==> src/sv/kthtrk_pkg.sv <==
// Shared types and constants of the kth-largest tracker.
`timescale 1ns / 1ps
package kthtrk_pkg;

   localparam int DATA_W = 32;
   localparam int RANK_W = 5;
   localparam logic [RANK_W-1:0] RANK_RESET = 5'd3;

   typedef enum logic [2:0] {
      ST_IDLE,
      ST_READ,
      ST_CMP,
      ST_PUT,
      ST_FIN
   } state_type;

   typedef struct packed {
      logic signed [DATA_W-1:0] sample_echo;
      logic signed [DATA_W-1:0] kth_largest;
   } result_type;

endpackage

==> src/sv/kthtrk_store.sv <==
// Sorted-sample store: one write port, one registered read port.
`timescale 1ns / 1ps
module kthtrk_store #(
   parameter int DEPTH = 16,
   parameter int AW    = 4
) (
   input  logic                                  clock,
   input  logic                                  wr_en,
   input  logic [AW-1:0]                         wr_addr,
   input  logic signed [kthtrk_pkg::DATA_W-1:0]  wr_data,
   input  logic [AW-1:0]                         rd_addr,
   output logic signed [kthtrk_pkg::DATA_W-1:0]  rd_data
);

   logic signed [kthtrk_pkg::DATA_W-1:0] mem [DEPTH];
   logic signed [kthtrk_pkg::DATA_W-1:0] rd_data_ff;

   always_ff @(posedge clock) begin
      if (wr_en) begin
         mem[wr_addr] <= wr_data;
      end
   end

   always_ff @(posedge clock) begin
      rd_data_ff <= mem[rd_addr];
   end

   assign rd_data = rd_data_ff;

endmodule

==> src/sv/kthtrk_seq.sv <==
// Sequencer and shared compare unit that walk the sorted store one cell at a time.
`timescale 1ns / 1ps
module kthtrk_seq #(
   parameter int MAX_RANK = 16,
   parameter int AW       = 4,
   parameter int CW       = 5
) (
   input  logic                                  clock,
   input  logic                                  reset,
   input  logic                                  csr_wr_en,
   input  logic [kthtrk_pkg::RANK_W-1:0]         csr_wr_data,
   input  logic                                  req_valid,
   output logic                                  req_ready,
   input  logic signed [kthtrk_pkg::DATA_W-1:0]  req_sample,
   output logic                                  fin_valid,
   input  logic                                  fin_ready,
   output kthtrk_pkg::result_type                fin_data,
   output logic                                  mem_wr_en,
   output logic [AW-1:0]                         mem_wr_addr,
   output logic signed [kthtrk_pkg::DATA_W-1:0]  mem_wr_data,
   output logic [AW-1:0]                         mem_rd_addr,
   input  logic signed [kthtrk_pkg::DATA_W-1:0]  mem_rd_data
);

   localparam int RW = (CW > kthtrk_pkg::RANK_W) ? CW : kthtrk_pkg::RANK_W;

   kthtrk_pkg::state_type state_ff, state_in;

   logic [kthtrk_pkg::RANK_W-1:0]        rank_ff, rank_in;
   logic [CW-1:0]                        fill_ff, fill_in;
   logic [AW-1:0]                        pos_ff, pos_in;
   logic                                 add_ff, add_in;
   logic signed [kthtrk_pkg::DATA_W-1:0] smp_ff, smp_in;
   logic signed [kthtrk_pkg::DATA_W-1:0] min_ff, min_in;

   logic [RW-1:0] rank_ext;
   logic [CW-1:0] eff_rank;
   logic          has_room;
   logic          rd_above;
   logic          rd_below;
   logic          more_right;

   // Clamp the rank to 1..MAX_RANK.
   always_comb begin
      rank_ext = RW'(rank_ff);
      if (rank_ff == '0) begin
         eff_rank = CW'(1);
      end else if (rank_ext > RW'(MAX_RANK)) begin
         eff_rank = CW'(MAX_RANK);
      end else begin
         eff_rank = rank_ext[CW-1:0];
      end
   end

   assign has_room   = (fill_ff < eff_rank);
   assign rd_above   = (mem_rd_data > smp_ff);
   assign rd_below   = (mem_rd_data < smp_ff);
   assign more_right = ((CW+1)'(pos_ff) + (CW+1)'(2)) < (CW+1)'(fill_ff);

   // Next state.
   always_comb begin
      state_in = state_ff;
      case (state_ff)
         kthtrk_pkg::ST_IDLE: begin
            if (req_valid) begin
               if (has_room) begin
                  state_in = (fill_ff == '0) ? kthtrk_pkg::ST_PUT : kthtrk_pkg::ST_READ;
               end else if (req_sample > min_ff) begin
                  state_in = (fill_ff == CW'(1)) ? kthtrk_pkg::ST_PUT : kthtrk_pkg::ST_READ;
               end else begin
                  state_in = kthtrk_pkg::ST_FIN;
               end
            end
         end
         kthtrk_pkg::ST_READ: begin
            state_in = kthtrk_pkg::ST_CMP;
         end
         kthtrk_pkg::ST_CMP: begin
            if (add_ff) begin
               state_in = (rd_above && pos_ff != AW'(1)) ? kthtrk_pkg::ST_READ
                                                          : kthtrk_pkg::ST_PUT;
            end else begin
               state_in = (rd_below && more_right) ? kthtrk_pkg::ST_READ
                                                   : kthtrk_pkg::ST_PUT;
            end
         end
         kthtrk_pkg::ST_PUT: begin
            state_in = kthtrk_pkg::ST_FIN;
         end
         kthtrk_pkg::ST_FIN: begin
            if (fin_ready) begin
               state_in = kthtrk_pkg::ST_IDLE;
            end
         end
         default: begin
            state_in = kthtrk_pkg::ST_IDLE;
         end
      endcase
   end

   // Datapath and outputs.
   always_comb begin
      rank_in     = rank_ff;
      fill_in     = fill_ff;
      pos_in      = pos_ff;
      add_in      = add_ff;
      smp_in      = smp_ff;
      min_in      = min_ff;
      mem_wr_en   = 1'b0;
      mem_wr_addr = pos_ff;
      mem_wr_data = smp_ff;
      mem_rd_addr = add_ff ? (pos_ff - AW'(1)) : (pos_ff + AW'(1));
      req_ready   = (state_ff == kthtrk_pkg::ST_IDLE);
      fin_valid   = (state_ff == kthtrk_pkg::ST_FIN);
      fin_data.sample_echo = smp_ff;
      fin_data.kth_largest = min_ff;
      case (state_ff)
         kthtrk_pkg::ST_IDLE: begin
            if (req_valid) begin
               smp_in = req_sample;
               add_in = has_room;
               pos_in = has_room ? fill_ff[AW-1:0] : '0;
            end
         end
         kthtrk_pkg::ST_CMP: begin
            // Shift the visited cell one place toward the hole.
            if (add_ff && rd_above) begin
               mem_wr_en   = 1'b1;
               mem_wr_data = mem_rd_data;
               pos_in      = pos_ff - AW'(1);
            end else if (!add_ff && rd_below) begin
               mem_wr_en   = 1'b1;
               mem_wr_data = mem_rd_data;
               pos_in      = pos_ff + AW'(1);
               if (pos_ff == '0) begin
                  min_in = mem_rd_data;
               end
            end
         end
         kthtrk_pkg::ST_PUT: begin
            mem_wr_en = 1'b1;
            if (pos_ff == '0) begin
               min_in = smp_ff;
            end
            if (add_ff) begin
               fill_in = fill_ff + CW'(1);
            end
         end
         default: begin
         end
      endcase
      // A rank write empties the store.
      if (csr_wr_en) begin
         rank_in = csr_wr_data;
         fill_in = '0;
      end
   end

   always_ff @(posedge clock) begin
      if (reset) begin
         state_ff <= kthtrk_pkg::ST_IDLE;
         rank_ff  <= kthtrk_pkg::RANK_RESET;
         fill_ff  <= '0;
      end else begin
         state_ff <= state_in;
         rank_ff  <= rank_in;
         fill_ff  <= fill_in;
      end
   end

   always_ff @(posedge clock) begin
      pos_ff <= pos_in;
      add_ff <= add_in;
      smp_ff <= smp_in;
      min_ff <= min_in;
   end

endmodule

==> src/sv/streaming_kth_largest_tracker_core.sv <==
// Top level of the streaming kth-largest tracker.
// A dropped sample goes from IDLE straight to FIN; a placed sample passes READ and CMP once
// for each cell it is compared with, then PUT and FIN. The result then loads into the output register.
// One item at a time: a new sample is taken only back in IDLE; each visited cell costs a
// read and a compare on the store's one read port. A finished beat waits in the output register.
// Reset (synchronous, active high): empty store, rank_k = 3, no beat pending.
`timescale 1ns / 1ps
module streaming_kth_largest_tracker_core #(
   parameter int MAX_RANK = 16
) (
   input  logic                                  clock,
   input  logic                                  reset,
   input  logic                                  csr_wr_en,
   input  logic [kthtrk_pkg::RANK_W-1:0]         csr_wr_data,
   input  logic                                  req_valid,
   output logic                                  req_ready,
   input  logic signed [kthtrk_pkg::DATA_W-1:0]  req_sample,
   output logic                                  rsp_valid,
   input  logic                                  rsp_ready,
   output logic signed [kthtrk_pkg::DATA_W-1:0]  rsp_sample_echo,
   output logic signed [kthtrk_pkg::DATA_W-1:0]  rsp_kth_largest
);

   localparam int AW = (MAX_RANK > 1) ? $clog2(MAX_RANK) : 1;
   localparam int CW = $clog2(MAX_RANK + 1);

   logic                                 fin_valid;
   logic                                 fin_ready;
   kthtrk_pkg::result_type               fin_data;
   logic                                 mem_wr_en;
   logic [AW-1:0]                        mem_wr_addr;
   logic signed [kthtrk_pkg::DATA_W-1:0] mem_wr_data;
   logic [AW-1:0]                        mem_rd_addr;
   logic signed [kthtrk_pkg::DATA_W-1:0] mem_rd_data;

   logic                   rsp_valid_ff, rsp_valid_in;
   kthtrk_pkg::result_type rsp_data_ff, rsp_data_in;

   kthtrk_seq #(
      .MAX_RANK (MAX_RANK),
      .AW       (AW),
      .CW       (CW)
   ) u_seq (
      .clock       (clock),
      .reset       (reset),
      .csr_wr_en   (csr_wr_en),
      .csr_wr_data (csr_wr_data),
      .req_valid   (req_valid),
      .req_ready   (req_ready),
      .req_sample  (req_sample),
      .fin_valid   (fin_valid),
      .fin_ready   (fin_ready),
      .fin_data    (fin_data),
      .mem_wr_en   (mem_wr_en),
      .mem_wr_addr (mem_wr_addr),
      .mem_wr_data (mem_wr_data),
      .mem_rd_addr (mem_rd_addr),
      .mem_rd_data (mem_rd_data)
   );

   kthtrk_store #(
      .DEPTH (MAX_RANK),
      .AW    (AW)
   ) u_store (
      .clock   (clock),
      .wr_en   (mem_wr_en),
      .wr_addr (mem_wr_addr),
      .wr_data (mem_wr_data),
      .rd_addr (mem_rd_addr),
      .rd_data (mem_rd_data)
   );

   // Output register: load when empty or when the held beat leaves.
   assign fin_ready = !rsp_valid_ff || rsp_ready;

   always_comb begin
      rsp_valid_in = rsp_valid_ff;
      rsp_data_in  = rsp_data_ff;
      if (fin_ready) begin
         rsp_valid_in = fin_valid;
         if (fin_valid) begin
            rsp_data_in = fin_data;
         end
      end
   end

   always_ff @(posedge clock) begin
      if (reset) begin
         rsp_valid_ff <= 1'b0;
      end else begin
         rsp_valid_ff <= rsp_valid_in;
      end
   end

   always_ff @(posedge clock) begin
      rsp_data_ff <= rsp_data_in;
   end

   assign rsp_valid       = rsp_valid_ff;
   assign rsp_sample_echo = rsp_data_ff.sample_echo;
   assign rsp_kth_largest = rsp_data_ff.kth_largest;

endmodule

==> config.mk <==
export PLATFORM = sky130hd
export DESIGN_NAME = streaming_kth_largest_tracker_core
export DESIGN_NICKNAME = d
export VERILOG_FILES = /design/src/sv/kthtrk_pkg.sv /design/src/sv/kthtrk_store.sv /design/src/sv/kthtrk_seq.sv /design/src/sv/streaming_kth_largest_tracker_core.sv
export SDC_FILE = /design/constraint.sdc
export NUM_CORES = 1
export LEC_CHECK = 0
export ABC_AREA = 1
export BUFFER_PORTS_ARGS = -buffer_cell sky130_fd_sc_hd__buf_2
export CORE_UTILIZATION = 56
export CTS_CLUSTER_DIAMETER = 100
export CTS_CLUSTER_SIZE = 40
export DETAILED_ROUTE_END_ITERATION = 12
export GPL_ROUTABILITY_DRIVEN = 0
export PLACE_DENSITY = 0.76
export SYNTH_ARGS = -nofsm -noshare
export SYNTH_HDL_FRONTEND = slang
export SYNTH_SLANG_ARGS = --single-unit
export TNS_END_PERCENT = 1
==> constraint.sdc <==
create_clock -name clock -period 8 [get_ports clock]
set_input_delay 0.8 -clock clock [delete_from_list [all_inputs] [get_ports clock]]
set_output_delay 0.8 -clock clock [all_outputs]
set_load 0.02 [all_outputs]
==> metrics.md <==
| Metric | Value |
|---|---|
| Status | finished clean |
| Measured slew at the worst slew-check pin | 1.104 ns |
| Reg clk slew, reported paths | 0.14 ns |
| Fmax | 0.2261 GHz |
| Register area share after synthesis | 0.7026 |
| Routed Antenna Nets | 0 |
| CTS H-tree depth | 1 |
| WP data required | 8.28 ns |
| Nets | 2,688 |
| Routed WL per cell | 19.92 um |
| Most used DFF post-synth | edfxtp_1 |
| VDD IR max | 0.0002653 V |
| R2R depth | 17 |
| Synth Cell Area | 28,880 um^2 |
| Synth cell types | 41 |
| Synth area leaders | edfxtp_1, nand2_1, nand3_1 |
| Layout cells sized above 1 | 0.07642 |
| Post-synth EDFFs | 645 |
| Root Driver | clkbuf_16 |
| Synthesized net count | 2,659 |
| Buffers on Ports | 107 |
| Top delay family on crit path | simple AND/OR/NAND/NOR gates |
| Clock sink count | 691 |
| RSZ-0062 raised after global routing | no |
| Top-area cell type share of the netlist area | 0.6707 |
| Hold Path Class | input port to flop |
| Number of global-route vias before repair | 17,930 |
| Hold Buf Count CTS | 0 |
| Clock skew | 0.03422 ns |
| Total of max-cap violations | 0 |
| Commonest non-fill, non-tap cell in the layout | nand2_1 |
| Most common cell on crit path | nand2_2 |
| Crit-path max FO | 35 |
| Vias per cell | 5.772 |
| DRC | 0 |
| Drt pass-1 iters | 6 |
| # rows | 82 |
| Fin. max-slew vios | 0 |
| Largest net degree at the start of global routing | 127 |
| Stages on worst setup path | 17 |
| Post-synthesis async set-or-reset flop share | 0 |
| Mean Syn Cell Area | 11.40 um^2 |
| DR iter-0 viols | 2,385 |
| Hold Path Stages | 1 |
| Yosys warnings | 0 |
| Via Count | 18,760 |
| Core area | 50,480 um^2 |
| Post_cts resized | 0 |
| Setup crit start | u_seq.smp_ff[19] |
| RR Endpoint | u_store.mem[14][18] |
| Slowest-stage cell, CP | inv_1 |
| Mapped Cells | 2,534 |
| GRT Total Usage | 0.2452 |
| Post-Route WL | 64,760 um |
| CP arrival | 4.71 ns |
| Power per cell area | 306.6 nW/um^2 |
| Setup TNS | 0 ns |
| N_diodes | 0 |
| Die Wd | 229.1 um |
| Crit Path Category | flop to flop |
| Relative slew margins | 0.2632 |
| CP Cell Sequence | inv_1 -> ha_1 -> nand2_1 -> o21ai_0 -> nand2_1 -> a21oi_1 -> nor2_1 -> nand2_2 -> nand2_2 -> nand2_2 -> nand2_2 -> nand2_4 -> nand2_4 -> nand2_8 -> nand2_1 -> inv_1 -> buf_4 |
| GR Overflow Total | 0 |
| Startpoint Class | flop |
| Leak Pwr | 11.72 nW |
| Starting Density | 0.5721 |
| Setup crit end | u_store.mem[14][18] |
| FF-to-FF Start | u_seq.smp_ff[19] |
| First-pass GRT wire length | 99,930 um |
| R2R Setup Slk | 3.58 ns |
| Worst setup EP type | flop |
| CTS tree | done |
| #FFs+latches synth | 691 |
| IO Pins | 108 |
| Clk_lat worst skew | 0.61 ns |
| Final-report setup violation count | 0 |
| CTS Buffer Depth | 3 |
| Total Die Area | 52,480 um^2 |
| Layout overhead on the synthesized area | 5.966% |
| Period minus WS final | 4.423 ns |
| Hold WS | 0.3822 ns |
| Die height | 229.1 um |
| Post-CTS repair timing setup buffer count | 0 |
| Final hold vios | 0 |
| CP Buf/Inv Count | 3 |
| Largest area contributor in the netlist | edfxtp_1 |
| TritonCTS Buffers | 21 |
| Crit share post-route | 0.5529 |
| Largest stage delay on the critical path | 0.61 ns |
| Most frequent cells in the layout | nand2_1, edfxtp_1, nand3_1, o21ai_0, inv_1 |
| HPWL after DPL | 39,200 um |
| Initial antenna violation count | 0 |
==> metal layers <==
layer | GRT usage | share of wire
met5 | 0 | 0
met1 | 0.3453 | 0.41
met2 | 0.3973 | 0.47
met4 | 0.06938 | 0.025
met3 | 0.03922 | 0.094
==> area by class of cell <==
| cell class | count | area, um^2 |
|---|---|---|
| tap | 672 | 840.8 |
| sequential | 691 | 20290 |
| clock inverter | 3 | 45.04 |
| fill | 3886 | 19880 |
| clock buffer | 35 | 578.1 |
| inverter | 134 | 508.0 |
| multi-input combinational | 1586 | 7637 |
| timing repair buffer | 129 | 700.7 |
==> synthesized netlist by cell type, drive strengths merged, types with 4 or more instances <==
| cell type | instances |
|---|---|
| a21oi | 42 |
| o21ai | 184 |
| nand2 | 879 |
| o21a | 5 |
| clkbuf | 93 |
| dfxtp | 46 |
| nor3 | 4 |
| nor2 | 56 |
| nand3 | 301 |
| nand4 | 9 |
| inv | 133 |
| ha | 83 |
| edfxtp | 645 |
| nor3b | 4 |
| buf | 30 |
==> how the worst min path moves through the flow <==
stage | start | end | slack [ns]
final | req_sample[14] | u_seq.smp_ff[14] | 0.38
after global routing | reset | u_seq.state_ff[2] | 0.37
after CTS | req_sample[14] | u_seq.smp_ff[14] | 0.37
after detailed placement | u_seq.min_ff[15] | rsp_kth_largest[15] | 0.44
after global placement | u_seq.min_ff[17] | rsp_kth_largest[17] | 0.43
after floorplan | u_seq.min_ff[10] | rsp_kth_largest[10] | 0.43
==> worst register-to-register path, stage by stage (launching register included) <==
cell      delay [ns]
edfxtp_1        0.40
inv_1           0.07
ha_1            0.32
nand2_1         0.05
o21ai_0         0.43
nand2_1         0.10
a21oi_1         0.16
nor2_1          0.10
nand2_2         0.08
nand2_2         0.08
nand2_2         0.08
nand2_2         0.09
nand2_4         0.32
nand2_4         0.35
nand2_8         0.30
nand2_1         0.08
inv_1           0.61
buf_4           0.49
==> power by group <==
group          internal, mW  total [mW]  switching, mW
Combinational         0.811        3.23           2.42
Clock                 0.520        1.54           1.02
Sequential             4.47        4.62          0.143
==> metrics by stage <==
stage / area, um^2 / utilization / setup slack [ns] / power (mW) / instances
floorplan: 28880 / - / 0.4529 / 6.768 / 2534
detailed placement: 29980 / 0.5938 / 3.567 / 7.849 / 3212
global route: 30600 / 0.6062 / 3.280 / 9.864 / 3250
global placement: 29980 / 0.5938 / 3.686 / 7.745 / 3212
CTS: 30600 / 0.6062 / 3.537 / 9.329 / 3250
finish: 30600 / 0.6062 / 3.577 / 9.381 / 3250
==> sequential cells by signal, indices dropped and copies added, names as in the netlist, 3 cells and up <==
signal / count
u_store.mem: 512
rsp_kth_largest: 32
rsp_sample_echo: 32
u_seq.min_ff: 32
u_seq.smp_ff: 32
u_store.rd_data: 32
u_seq.fill_ff: 5
u_seq.rank_ext: 5
u_seq.mem_wr_addr: 4
u_seq.state_ff: 3
==> logic make-up (layout without fill, tap and decap cells) <==
group / after synthesis / count (layout) / share of synthesized area
compound gates: 239 / 239 / 0.04251
simple gates: 1258 / 1258 / 0.1823
fa+ha+maj: 83 / 83 / 0.03596
buf+inv: 257 / 301 / 0.03479
flops: 691 / 691 / 0.7026
xor+xnor: 6 / 6 / 0.001820
Note: power is estimated with default switching activity, not from simulation.
